<file path="src/sv/ibs_pkg.sv">
package ibs_pkg;

  localparam int ANGLE_BITS = 12;
  localparam int REL_W      = ANGLE_BITS + 9;
  localparam int CMP_W      = ANGLE_BITS + 11;
  localparam int DEG_W      = 11;
  localparam int SPEED_W    = 16;
  localparam int AR_W       = 10;
  localparam int TGT_W      = 11;
  localparam int MIN_W      = 10;
  localparam int HOLD_W     = 16;
  localparam int CFG_W      = 16;
  localparam int MARGIN_W   = 8;
  localparam int PROD36_W   = 32;
  localparam int PRODM_W    = 26;

  localparam int DIV36_SHIFT = 21;
  localparam logic [15:0] DIV36_RECIP = 16'd58255;
  localparam int MARGIN_SHIFT = 17;
  localparam logic [14:0] MARGIN_RECIP = 15'd31458;

  localparam logic [REL_W-1:0] DEG_FULL = REL_W'(360);

  localparam logic signed [DEG_W-1:0] DEG_5   = DEG_W'(5);
  localparam logic signed [DEG_W-1:0] DEG_15  = DEG_W'(15);
  localparam logic signed [DEG_W-1:0] DEG_35  = DEG_W'(35);
  localparam logic signed [DEG_W-1:0] DEG_145 = DEG_W'(145);
  localparam logic signed [DEG_W-1:0] DEG_165 = DEG_W'(165);
  localparam logic signed [DEG_W-1:0] DEG_175 = DEG_W'(175);
  localparam logic signed [DEG_W-1:0] DEG_180 = DEG_W'(180);
  localparam logic signed [DEG_W-1:0] DEG_185 = DEG_W'(185);
  localparam logic signed [DEG_W-1:0] DEG_195 = DEG_W'(195);
  localparam logic signed [DEG_W-1:0] DEG_215 = DEG_W'(215);
  localparam logic signed [DEG_W-1:0] DEG_325 = DEG_W'(325);
  localparam logic signed [DEG_W-1:0] DEG_345 = DEG_W'(345);
  localparam logic signed [DEG_W-1:0] DEG_355 = DEG_W'(355);
  localparam logic signed [DEG_W-1:0] DEG_360 = DEG_W'(360);

  localparam logic signed [TGT_W-1:0] TARGET_RST = '0;
  localparam logic [MIN_W-1:0]  MIN_SPEED_RST = MIN_W'(150);
  localparam logic [ANGLE_BITS-1:0] ANGLE_BASE_RST = '0;
  localparam logic [HOLD_W-1:0] HOLD_RST = HOLD_W'(1000);

  typedef enum logic [1:0] {
    REG_TARGET     = 2'd0,
    REG_MIN_SPEED  = 2'd1,
    REG_ANGLE_BASE = 2'd2,
    REG_HOLD       = 2'd3
  } cfg_reg_t;

  typedef enum logic [1:0] {
    PH_STANDBY = 2'd0,
    PH_FIRED   = 2'd1,
    PH_CUT     = 2'd2,
    PH_ENDED   = 2'd3
  } phase_t;

  typedef enum logic {
    OP_TICK = 1'b0,
    OP_ARM  = 1'b1
  } op_t;

  typedef struct packed {
    logic signed [TGT_W-1:0] target;
    logic [MIN_W-1:0]        min_speed;
    logic [ANGLE_BITS-1:0]   angle_base;
    logic [HOLD_W-1:0]       hold;
  } cfg_t;

  typedef struct packed {
    op_t              op;
    logic             rpm_pos;
    logic             rpm_neg;
    logic             raw_le0;
    logic             raw_ge0;
    logic [AR_W-1:0]  ar;
    logic [REL_W-1:0] rel360;
  } fe_t;

  typedef struct packed {
    op_t                 op;
    logic                arm_ok;
    logic                pos_cond;
    logic                neg_cond;
    logic                speed_ok;
    logic                raw_le0;
    logic                raw_ge0;
    logic [REL_W-1:0]    rel360;
    logic [MARGIN_W-1:0] margin;
    logic                gt15;
    logic                gt195;
    logic                lt165;
    logic                lt345;
    logic                near_pos;
    logic                near_neg;
  } win_t;

  function automatic logic deg_gt(logic [REL_W-1:0] r, logic signed [DEG_W-1:0] d);
    logic signed [CMP_W-1:0] lhs;
    logic signed [CMP_W-1:0] rhs;
    lhs = $signed({2'b00, r});
    rhs = $signed({d, {ANGLE_BITS{1'b0}}});
    return lhs > rhs;
  endfunction

  function automatic logic deg_lt(logic [REL_W-1:0] r, logic signed [DEG_W-1:0] d);
    logic signed [CMP_W-1:0] lhs;
    logic signed [CMP_W-1:0] rhs;
    lhs = $signed({2'b00, r});
    rhs = $signed({d, {ANGLE_BITS{1'b0}}});
    return lhs < rhs;
  endfunction

endpackage

</file>
<file path="src/sv/ibs_front.sv">
module ibs_front (
  input  logic                                 clk,
  input  logic                                 rst_n,
  input  ibs_pkg::cfg_t                        cfg_i,
  input  logic                                 in_valid,
  output logic                                 in_ready,
  input  logic                                 in_op,
  input  logic signed [ibs_pkg::SPEED_W-1:0]   in_motor_speed,
  input  logic [ibs_pkg::ANGLE_BITS-1:0]       in_angle_raw,
  output logic                                 fe_valid_o,
  input  logic                                 fe_ready_i,
  output ibs_pkg::fe_t                         fe_o
);

  logic                                s1_v_r;
  ibs_pkg::op_t                        s1_op_r;
  logic signed [ibs_pkg::SPEED_W-1:0]  s1_raw_r;
  logic [ibs_pkg::ANGLE_BITS-1:0]      s1_ang_r;
  logic                                s2_v_r;
  ibs_pkg::fe_t                        s2_r;
  ibs_pkg::fe_t                        s2_nxt;
  logic                                s1_ld;
  logic                                s2_ld;
  logic [ibs_pkg::SPEED_W-1:0]         mag;
  logic [ibs_pkg::PROD36_W-1:0]        prod;
  logic [ibs_pkg::ANGLE_BITS-1:0]      rel;

  assign s2_ld    = !s2_v_r || fe_ready_i;
  assign s1_ld    = !s1_v_r || s2_ld;
  assign in_ready = s1_ld;

  always_comb begin
    mag  = s1_raw_r[ibs_pkg::SPEED_W-1] ? ibs_pkg::SPEED_W'(-s1_raw_r)
                                         : ibs_pkg::SPEED_W'(s1_raw_r);
    prod = ibs_pkg::PROD36_W'(mag) * ibs_pkg::PROD36_W'(ibs_pkg::DIV36_RECIP);
    rel  = s1_ang_r - cfg_i.angle_base;
    s2_nxt.op      = s1_op_r;
    s2_nxt.ar      = prod[ibs_pkg::DIV36_SHIFT +: ibs_pkg::AR_W];
    s2_nxt.rpm_pos = !s1_raw_r[ibs_pkg::SPEED_W-1] && (s2_nxt.ar != '0);
    s2_nxt.rpm_neg = s1_raw_r[ibs_pkg::SPEED_W-1] && (s2_nxt.ar != '0);
    s2_nxt.raw_le0 = s1_raw_r[ibs_pkg::SPEED_W-1] || (s1_raw_r == '0);
    s2_nxt.raw_ge0 = !s1_raw_r[ibs_pkg::SPEED_W-1];
    s2_nxt.rel360  = ibs_pkg::REL_W'(rel) * ibs_pkg::DEG_FULL;
  end

  always_ff @(posedge clk) begin
    if (!rst_n) begin
      s1_v_r <= 1'b0;
      s2_v_r <= 1'b0;
    end else begin
      if (s1_ld) begin
        s1_v_r <= in_valid;
      end
      if (s2_ld) begin
        s2_v_r <= s1_v_r;
      end
    end
  end

  always_ff @(posedge clk) begin
    if (s1_ld && in_valid) begin
      s1_op_r  <= ibs_pkg::op_t'(in_op);
      s1_raw_r <= in_motor_speed;
      s1_ang_r <= in_angle_raw;
    end
    if (s2_ld && s1_v_r) begin
      s2_r <= s2_nxt;
    end
  end

  assign fe_valid_o = s2_v_r;
  assign fe_o       = s2_r;

endmodule

</file>
<file path="src/sv/ibs_window.sv">
module ibs_window (
  input  logic          clk,
  input  logic          rst_n,
  input  ibs_pkg::cfg_t cfg_i,
  input  logic          fe_valid_i,
  output logic          fe_ready_o,
  input  ibs_pkg::fe_t  fe_i,
  output logic          win_valid_o,
  input  logic          win_ready_i,
  output ibs_pkg::win_t win_o
);

  logic                          v_r;
  ibs_pkg::win_t                 win_r;
  ibs_pkg::win_t                 win_nxt;
  logic                          ld;
  logic [ibs_pkg::TGT_W-1:0]     tmag;
  logic [ibs_pkg::TGT_W-1:0]     mmax;
  logic [ibs_pkg::PRODM_W-1:0]   prod;
  logic [ibs_pkg::REL_W-1:0]     r;

  assign ld         = !v_r || win_ready_i;
  assign fe_ready_o = ld;

  always_comb begin
    r    = fe_i.rel360;
    tmag = cfg_i.target[ibs_pkg::TGT_W-1] ? ibs_pkg::TGT_W'(-cfg_i.target)
                                           : ibs_pkg::TGT_W'(cfg_i.target);
    mmax = (ibs_pkg::TGT_W'(fe_i.ar) > tmag) ? ibs_pkg::TGT_W'(fe_i.ar) : tmag;
    prod = ibs_pkg::PRODM_W'(mmax) * ibs_pkg::PRODM_W'(ibs_pkg::MARGIN_RECIP);
    win_nxt.op       = fe_i.op;
    win_nxt.arm_ok   = tmag > ibs_pkg::TGT_W'(cfg_i.min_speed);
    win_nxt.pos_cond = fe_i.rpm_pos && !cfg_i.target[ibs_pkg::TGT_W-1] &&
                       (cfg_i.target != '0);
    win_nxt.neg_cond = fe_i.rpm_neg && cfg_i.target[ibs_pkg::TGT_W-1];
    win_nxt.speed_ok = fe_i.ar > cfg_i.min_speed;
    win_nxt.raw_le0  = fe_i.raw_le0;
    win_nxt.raw_ge0  = fe_i.raw_ge0;
    win_nxt.rel360   = r;
    win_nxt.margin   = prod[ibs_pkg::MARGIN_SHIFT +: ibs_pkg::MARGIN_W] +
                       ibs_pkg::MARGIN_W'(1);
    win_nxt.gt15     = ibs_pkg::deg_gt(r, ibs_pkg::DEG_15);
    win_nxt.gt195    = ibs_pkg::deg_gt(r, ibs_pkg::DEG_195);
    win_nxt.lt165    = ibs_pkg::deg_lt(r, ibs_pkg::DEG_165);
    win_nxt.lt345    = ibs_pkg::deg_lt(r, ibs_pkg::DEG_345);
    win_nxt.near_pos = (ibs_pkg::deg_gt(r, ibs_pkg::DEG_145) &&
                        ibs_pkg::deg_lt(r, ibs_pkg::DEG_175)) ||
                       (ibs_pkg::deg_gt(r, ibs_pkg::DEG_325) &&
                        ibs_pkg::deg_lt(r, ibs_pkg::DEG_355));
    win_nxt.near_neg = (ibs_pkg::deg_gt(r, ibs_pkg::DEG_185) &&
                        ibs_pkg::deg_lt(r, ibs_pkg::DEG_215)) ||
                       (ibs_pkg::deg_gt(r, ibs_pkg::DEG_5) &&
                        ibs_pkg::deg_lt(r, ibs_pkg::DEG_35));
  end

  always_ff @(posedge clk) begin
    if (!rst_n) begin
      v_r <= 1'b0;
    end else if (ld) begin
      v_r <= fe_valid_i;
    end
  end

  always_ff @(posedge clk) begin
    if (ld && fe_valid_i) begin
      win_r <= win_nxt;
    end
  end

  assign win_valid_o = v_r;
  assign win_o       = win_r;

endmodule

</file>
<file path="src/sv/ibs_core.sv">
module ibs_core (
  input  logic          clk,
  input  logic          rst_n,
  input  ibs_pkg::cfg_t cfg_i,
  input  logic          win_valid_i,
  output logic          win_ready_o,
  input  ibs_pkg::win_t win_i,
  output logic          out_valid,
  input  logic          out_ready,
  output logic          out_solenoid_on,
  output logic          out_cut_current,
  output logic          out_impact_done,
  output logic          out_arm_rejected,
  output logic [1:0]    out_phase,
  output logic          out_direction,
  output logic          out_active
);

  logic                          running_r, running_nxt;
  ibs_pkg::phase_t               phase_r, phase_nxt;
  logic                          dir_r, dir_nxt;
  logic                          sol_r, sol_nxt;
  logic [ibs_pkg::HOLD_W-1:0]    hold_r, hold_nxt;
  logic                          cut_nxt, done_nxt, rej_nxt;

  logic                          out_v_r;
  logic                          o_sol_r, o_cut_r, o_done_r, o_rej_r, o_dir_r, o_run_r;
  ibs_pkg::phase_t               o_phase_r;

  logic                          ld;
  logic                          adv;
  logic                          is_arm;
  logic                          live;
  logic                          pos_win;
  logic                          neg_win;
  logic                          fire;
  logic                          fire_dir;
  logic                          near;
  logic                          collide;
  logic [ibs_pkg::HOLD_W-1:0]    hold_inc;
  logic signed [ibs_pkg::DEG_W-1:0] m_deg;

  assign ld          = !out_v_r || out_ready;
  assign win_ready_o = ld;
  assign adv         = ld && win_valid_i;
  assign is_arm      = (win_i.op == ibs_pkg::OP_ARM);
  assign live        = running_r && win_i.speed_ok;
  assign m_deg       = $signed(ibs_pkg::DEG_W'(win_i.margin));

  assign pos_win = (win_i.gt15 && ibs_pkg::deg_lt(win_i.rel360, ibs_pkg::DEG_180 - m_deg)) ||
                   (win_i.gt195 && ibs_pkg::deg_lt(win_i.rel360, ibs_pkg::DEG_360 - m_deg));
  assign neg_win = (ibs_pkg::deg_gt(win_i.rel360, ibs_pkg::DEG_180 + m_deg) && win_i.lt345) ||
                   (ibs_pkg::deg_gt(win_i.rel360, m_deg) && win_i.lt165);

  assign fire     = live && (phase_r == ibs_pkg::PH_STANDBY) &&
                    ((win_i.pos_cond && pos_win) || (win_i.neg_cond && neg_win));
  assign fire_dir = fire ? !(win_i.pos_cond && pos_win) : dir_r;
  assign near     = fire_dir ? win_i.near_neg : win_i.near_pos;
  assign collide  = dir_r ? win_i.raw_ge0 : win_i.raw_le0;
  assign hold_inc = (hold_r == '1) ? hold_r : hold_r + ibs_pkg::HOLD_W'(1);

  always_comb begin
    running_nxt = running_r;
    phase_nxt   = phase_r;
    dir_nxt     = dir_r;
    sol_nxt     = sol_r;
    hold_nxt    = hold_r;
    if (is_arm) begin
      if (win_i.arm_ok) begin
        running_nxt = 1'b1;
        phase_nxt   = ibs_pkg::PH_STANDBY;
      end
    end else begin
      hold_nxt = hold_inc;
      if (fire) begin
        dir_nxt   = fire_dir;
        sol_nxt   = 1'b1;
        hold_nxt  = '0;
        phase_nxt = near ? ibs_pkg::PH_CUT : ibs_pkg::PH_FIRED;
      end else if (live) begin
        case (phase_r)
          ibs_pkg::PH_FIRED: begin
            if (near) begin
              phase_nxt = ibs_pkg::PH_CUT;
            end
          end
          ibs_pkg::PH_CUT: begin
            if (collide) begin
              phase_nxt   = ibs_pkg::PH_ENDED;
              sol_nxt     = 1'b0;
              running_nxt = 1'b0;
            end
          end
          default: begin
          end
        endcase
      end
      if (hold_nxt > cfg_i.hold) begin
        sol_nxt = 1'b0;
      end
    end
  end

  always_comb begin
    rej_nxt  = is_arm && !win_i.arm_ok;
    cut_nxt  = !is_arm && near &&
               (fire || (live && phase_r == ibs_pkg::PH_FIRED));
    done_nxt = !is_arm && !fire && live && (phase_r == ibs_pkg::PH_CUT) && collide;
  end

  always_ff @(posedge clk) begin
    if (!rst_n) begin
      running_r <= 1'b0;
      phase_r   <= ibs_pkg::PH_STANDBY;
      dir_r     <= 1'b0;
      sol_r     <= 1'b0;
      hold_r    <= '1;
      out_v_r   <= 1'b0;
    end else begin
      if (ld) begin
        out_v_r <= win_valid_i;
      end
      if (adv) begin
        running_r <= running_nxt;
        phase_r   <= phase_nxt;
        dir_r     <= dir_nxt;
        sol_r     <= sol_nxt;
        hold_r    <= hold_nxt;
      end
    end
  end

  always_ff @(posedge clk) begin
    if (adv) begin
      o_sol_r   <= sol_nxt;
      o_cut_r   <= cut_nxt;
      o_done_r  <= done_nxt;
      o_rej_r   <= rej_nxt;
      o_phase_r <= phase_nxt;
      o_dir_r   <= dir_nxt;
      o_run_r   <= running_nxt;
    end
  end

  assign out_valid        = out_v_r;
  assign out_solenoid_on  = o_sol_r;
  assign out_cut_current  = o_cut_r;
  assign out_impact_done  = o_done_r;
  assign out_arm_rejected = o_rej_r;
  assign out_phase        = o_phase_r;
  assign out_direction    = o_dir_r;
  assign out_active       = o_run_r;

  a_run_not_ended: assert property (@(posedge clk) disable iff (!rst_n)
    running_r |-> phase_r != ibs_pkg::PH_ENDED)
    else $error("running with phase ended");

  a_fire_clears_hold: assert property (@(posedge clk) disable iff (!rst_n)
    $rose(sol_r) |-> hold_r == '0)
    else $error("solenoid raised without hold restart");

  a_done_word: assert property (@(posedge clk) disable iff (!rst_n)
    out_v_r && o_done_r |-> o_phase_r == ibs_pkg::PH_ENDED && !o_sol_r && !o_run_r)
    else $error("done word with inconsistent state");

  a_cut_word: assert property (@(posedge clk) disable iff (!rst_n)
    out_v_r && o_cut_r |-> o_phase_r == ibs_pkg::PH_CUT && !o_done_r && !o_rej_r)
    else $error("cut word with inconsistent state");

endmodule

</file>
<file path="src/sv/flywheel_impact_brake_sequencer_unit.sv">
// Flywheel impact brake sequencer. Each input word is an arm request or a control tick
// carrying motor speed and encoder angle; each yields one result word. The block is a
// four-stage pipeline (input register, speed divide and angle scaling, fire-window margin,
// state update into the result register): it takes one word every cycle while the result
// side is not stalled, and the state update in the last stage keeps pace with each word.
// Stalls on the result side back up through the stages. Write configuration only while
// no word is in flight.
module flywheel_impact_brake_sequencer_unit (
  input  logic                                 clk,
  input  logic                                 rst_n,
  input  logic                                 cfg_we,
  input  logic [1:0]                           cfg_index,
  input  logic [ibs_pkg::CFG_W-1:0]            cfg_wdata,
  input  logic                                 in_valid,
  output logic                                 in_ready,
  input  logic                                 in_op,
  input  logic signed [ibs_pkg::SPEED_W-1:0]   in_motor_speed,
  input  logic [ibs_pkg::ANGLE_BITS-1:0]       in_angle_raw,
  output logic                                 out_valid,
  input  logic                                 out_ready,
  output logic                                 out_solenoid_on,
  output logic                                 out_cut_current,
  output logic                                 out_impact_done,
  output logic                                 out_arm_rejected,
  output logic [1:0]                           out_phase,
  output logic                                 out_direction,
  output logic                                 out_active
);

  ibs_pkg::cfg_t cfg_r;
  logic          fe_valid, fe_ready;
  ibs_pkg::fe_t  fe;
  logic          win_valid, win_ready;
  ibs_pkg::win_t win;

  always_ff @(posedge clk) begin
    if (!rst_n) begin
      cfg_r.target     <= ibs_pkg::TARGET_RST;
      cfg_r.min_speed  <= ibs_pkg::MIN_SPEED_RST;
      cfg_r.angle_base <= ibs_pkg::ANGLE_BASE_RST;
      cfg_r.hold       <= ibs_pkg::HOLD_RST;
    end else if (cfg_we) begin
      case (ibs_pkg::cfg_reg_t'(cfg_index))
        ibs_pkg::REG_TARGET:     cfg_r.target     <= $signed(cfg_wdata[ibs_pkg::TGT_W-1:0]);
        ibs_pkg::REG_MIN_SPEED:  cfg_r.min_speed  <= cfg_wdata[ibs_pkg::MIN_W-1:0];
        ibs_pkg::REG_ANGLE_BASE: cfg_r.angle_base <= cfg_wdata[ibs_pkg::ANGLE_BITS-1:0];
        ibs_pkg::REG_HOLD:       cfg_r.hold       <= cfg_wdata[ibs_pkg::HOLD_W-1:0];
        default: begin
        end
      endcase
    end
  end

  ibs_front u_front (
    .clk            (clk),
    .rst_n          (rst_n),
    .cfg_i          (cfg_r),
    .in_valid       (in_valid),
    .in_ready       (in_ready),
    .in_op          (in_op),
    .in_motor_speed (in_motor_speed),
    .in_angle_raw   (in_angle_raw),
    .fe_valid_o     (fe_valid),
    .fe_ready_i     (fe_ready),
    .fe_o           (fe)
  );

  ibs_window u_window (
    .clk         (clk),
    .rst_n       (rst_n),
    .cfg_i       (cfg_r),
    .fe_valid_i  (fe_valid),
    .fe_ready_o  (fe_ready),
    .fe_i        (fe),
    .win_valid_o (win_valid),
    .win_ready_i (win_ready),
    .win_o       (win)
  );

  ibs_core u_core (
    .clk              (clk),
    .rst_n            (rst_n),
    .cfg_i            (cfg_r),
    .win_valid_i      (win_valid),
    .win_ready_o      (win_ready),
    .win_i            (win),
    .out_valid        (out_valid),
    .out_ready        (out_ready),
    .out_solenoid_on  (out_solenoid_on),
    .out_cut_current  (out_cut_current),
    .out_impact_done  (out_impact_done),
    .out_arm_rejected (out_arm_rejected),
    .out_phase        (out_phase),
    .out_direction    (out_direction),
    .out_active       (out_active)
  );

endmodule
</file>
<file path="config.mk">
export PLATFORM = sky130hd
export DESIGN_NAME = flywheel_impact_brake_sequencer_unit
export DESIGN_NICKNAME = d
export VERILOG_FILES = /design/src/sv/ibs_pkg.sv /design/src/sv/ibs_front.sv /design/src/sv/ibs_window.sv /design/src/sv/ibs_core.sv /design/src/sv/flywheel_impact_brake_sequencer_unit.sv
export SDC_FILE = /design/constraint.sdc
export NUM_CORES = 1
export LEC_CHECK = 0
export ABC_AREA = 1
export BUFFER_PORTS_ARGS = -buffer_cell sky130_fd_sc_hd__buf_2
export CAP_MARGIN = 20
export CORE_MARGIN = 2
export CORE_UTILIZATION = 59
export DETAILED_ROUTE_END_ITERATION = 8
export MAX_ROUTING_LAYER = met4
export PLACE_DENSITY = 0.84
export SETUP_SLACK_MARGIN = 0.02
export SLEW_MARGIN = 25
export SYNTH_ARGS = -nofsm -noshare
export SYNTH_HDL_FRONTEND = slang
export SYNTH_HIERARCHICAL = 1
export SYNTH_SLANG_ARGS = --single-unit
</file>
<file path="constraint.sdc">
create_clock -name clk -period 6.79 [get_ports clk]
set_input_delay 0.3395 -clock clk [delete_from_list [all_inputs] [get_ports clk]]
set_output_delay 0.3395 -clock clk [all_outputs]
set_load 0.01 [all_outputs]
</file>
==> impl_metrics.env <==
export IMPL_grt_ovfl_total=0
export IMPL_netlist_instances=2535
export IMPL_slew_violations=0
export IMPL_io_pin_count=62
export IMPL_nets=3178
export IMPL_track_usage_pct=28.2
export IMPL_crit_family="adder cells"
export IMPL_cp_arrival_ns=7.19
export IMPL_port_buffers=61
export IMPL_rsz0062_at_grt="true"
export IMPL_htree_num_levels=4
export IMPL_die_h_um=189
export IMPL_holdBufCountCts=0
export IMPL_crit_type="reg2reg"
export IMPL_hpwl_um=38400
export IMPL_fillers=2403
export IMPL_max_freq_mhz=143
export IMPL_status="complete, but fails checks"
export IMPL_wirelength_um=51500
export IMPL_drtAntennaViolNets=0
export IMPL_violations="negative setup slack"
export IMPL_die_x_um=189
export IMPL_critical_path_max_stage_delay_ns=0.55
export IMPL_area_growth_synth_to_final_pct=15.4
export IMPL_synthMuxAreaShare_pct=0
export IMPL_crit_path_end_kind="register"
export IMPL_preCtsSetupSlack_ns=-0.314
export IMPL_yosys_area_share_xor_xnor_pct=3.65
export IMPL_cts_sinks=186
export IMPL_finalCritPeriodShare_pct=103
export IMPL_crit_path_frequent_cell="fa_1"
export IMPL_drt_pass1_iterations=6
export IMPL_netlist_area_mm2=0.0201
export IMPL_finalCriticalPeriod_ns=6.98
export IMPL_setup_violations_final=6
export IMPL_syn_area_per_cell_um2=7.95
export IMPL_worstPathRequired_ns=7.00
export IMPL_maxCapViolations=0
export IMPL_vias_per_cell=5.51
export IMPL_hold_viol=0
export IMPL_path_max_fanout=7
export IMPL_instances_no_fill=3145
export IMPL_relSlewSlack_pct=45.1
export IMPL_rows=67
export IMPL_async_flop_share_pct=0
export IMPL_worst_r2r_path_depth=34
export IMPL_reg2reg_to="u_window/win_o[13]$_DFFE_PP_"
export IMPL_drcViolationCount=0
export IMPL_dieArea_mm2=0.0356
export IMPL_hp_class="in2reg"
export IMPL_timing_reg2reg_setup_slack_ns=-0.19
export IMPL_synth_top_family_by_area="adder cells"
export IMPL_worstSetupStartpointType="register"
export IMPL_place_area_mm2=0.0215
export IMPL_insertedDiodeCount=0
export IMPL_clock_skew_ns=0.00969
export IMPL_setup_ws_ns=-0.190
export IMPL_worstHoldPathCells=1
export IMPL_root_buffer="clkbuf_16"
export IMPL_slowest_stage="fa_1"
export IMPL_grt_pass1_vias=17100
export IMPL_grt_pass1_wl_um=79500
export IMPL_min_to="u_front/s1_ang_r[8]$_DFFE_PP_"
export IMPL_synth_fa_ha_area_share_pct=32.3
export IMPL_place_inst=3081
export IMPL_clockBufferDepth=2
export IMPL_antenna_found_initial=0
export IMPL_ys_seq_area_share_pct=24.0
export IMPL_cts_clk_slew_worst_paths_ns=0.07
export IMPL_layout_drive_gt1_share_pct=16.4
export IMPL_synth_compound_gate_area_share_pct=7.47
export IMPL_synth_main_ff_cell="edfxtp_1"
export IMPL_cts_buffers=17
export IMPL_cts_tree="done"
export IMPL_grt_max_degree=62
export IMPL_worst_path_buf_inv=6
export IMPL_timing_rr_start="cfg_r[38]$_SDFFE_PN0P_"
export IMPL_core_mm2=0.0336
export IMPL_ys_warnings_count=6
export IMPL_drt_initial_drc_count=1174
export IMPL_ys_types=60
export IMPL_start_util_pct=59.9
export IMPL_routedWlPerCell_um=16.4
export IMPL_synth_edf_count=112
export IMPL_clk_latency_ns=0.45
export IMPL_synth_seq_cells=186
export IMPL_worst_pin_slew_ns=0.823
export IMPL_gp_congestion=0.974
export IMPL_holdCritStartpoint="in_angle_raw[8]"
export IMPL_design_area_mm2=0.0232
export IMPL_synthSimpleGateAreaFrac_pct=20.6
export IMPL_num_vias=17300
layer usage:
layer | vias up | routed length (µm) | track usage [%] | share of wire [%]
met4 | 0 | 2300 | 11.0 | 4.5
met1 | 8238 | 20100 | 32.3 | 39
li1 | 8296 | - | - | -
met2 | 594 | 26700 | 50.5 | 52
met3 | 211 | 2430 | 3.32 | 4.7
met5 | - | 0 | - | 0
what timing repair did:
action | 4_1_cts | 5_1_grt
buffers inserted | 18 | 15
gates resized for setup | 71 | 134
endpoints found under the setup margin | 9 | 15
pin swaps | 36 | 63
placed cells by master, fill, tap and decap left out, types with 36 or more instances in the layout:
cell type and n:
a21oi_1 97, buf_2 60, buf_4 93, dfxtp_1 71, edfxtp_1 112, fa_1 130
ha_1 281, inv_1 560, nand2_1 486, nand2_2 51, nand3_1 90, nor2_1 172
o21ai_0 36, xor2_1 54
synth_stat cells, types with 7 or more instances:
master / number / area (µm²)
o211ai_1: 9 / 67.6
o21ai_0: 52 / 260
nor2_1: 181 / 679
nand4_1: 32 / 200
xnor2_1: 24 / 210
a21oi_2: 11 / 96.3
edfxtp_1: 112 / 3360
xor2_1: 60 / 526
nor3_1: 26 / 130
nand2_1: 517 / 1940
nor2_4: 7 / 78.8
nor2_2: 13 / 81.3
nor3_2: 7 / 70.1
a21oi_1: 115 / 576
a21o_1: 9 / 67.6
fa_1: 132 / 2640
a31oi_1: 12 / 75.1
nand3_1: 96 / 480
nand3_2: 9 / 90.1
dfxtp_1: 74 / 1480
clkbuf_1: 13 / 48.8
nand2_2: 32 / 200
ha_1: 309 / 3870
inv_1: 583 / 2190
buf_2: 10 / 50.1
worst max-delay path by stage:
stage | start | endpoint | slack [ns] | cells after the start
after global routing | cfg_r[38]$_SDFFE_PN0P_ | u_window/win_o[13]$_DFFE_PP_ | -0.50 | 38
after CTS | cfg_r[39]$_SDFFE_PN0P_ | u_window/win_o[13]$_DFFE_PP_ | 0.02 | 37
final | cfg_r[38]$_SDFFE_PN0P_ | u_window/win_o[13]$_DFFE_PP_ | -0.19 | 34
after floorplan | cfg_r[48]$_SDFFE_PN0P_ | u_window/win_o[12]$_DFFE_PP_ | 0.02 | 41
after detailed placement | cfg_r[38]$_SDFFE_PN0P_ | u_window/win_o[13]$_DFFE_PP_ | -0.31 | 38
after global placement | cfg_r[38]$_SDFFE_PN0P_ | u_window/win_o[13]$_DFFE_PP_ | -0.03 | 39
metrics by stage:
stage | setup TNS, ns | hold slack (ns) | util, %
after floorplan | 0 | 0.400 | -
after global placement | -0.0588 | 0.406 | 63.8
after detailed placement | -1.87 | 0.416 | 63.9
after CTS | 0 | 0.0550 | 66.8
after global routing | -2.89 | 0.0450 | 69.1
final | -0.810 | 0.0635 | 69.1
area by class of cell:
type	instances	area (µm²)	share of cell area, %
timing repair buffer	163	1140	4.89
clock buffer	21	482	2.07
sequential	186	4850	20.9
inverter	589	2220	9.53
tap	448	561	2.41
multi-input combinational	1728	13900	59.9
clock inverter	10	78.8	0.339
kinds of logic after synthesis:
| group | count (synthesis) |
|---|---|
| buffers and inverters | 623 |
| xor gates and xnor gates | 84 |
| adders and majority gates | 441 |
| other | 1 |
| AOI/OAI and AO/OA | 253 |
| DFF | 186 |
| and+or+nand+nor | 947 |
state kept, by name, summed over array words and instances, names as in the netlist, 2 cells and up:
name and flops:
u_front/fe_o 33, u_window/win_o 42, u_core/hold_r 16, u_front/s1_ang_r 12
u_front/s1_raw_r 16, u_core/out_phase 2, u_core/phase_r 2, cfg_r 49
Power is left out: the tool's default activity adds up to more than one toggle a clock period on the data nets, which glitch-free logic cannot reach.
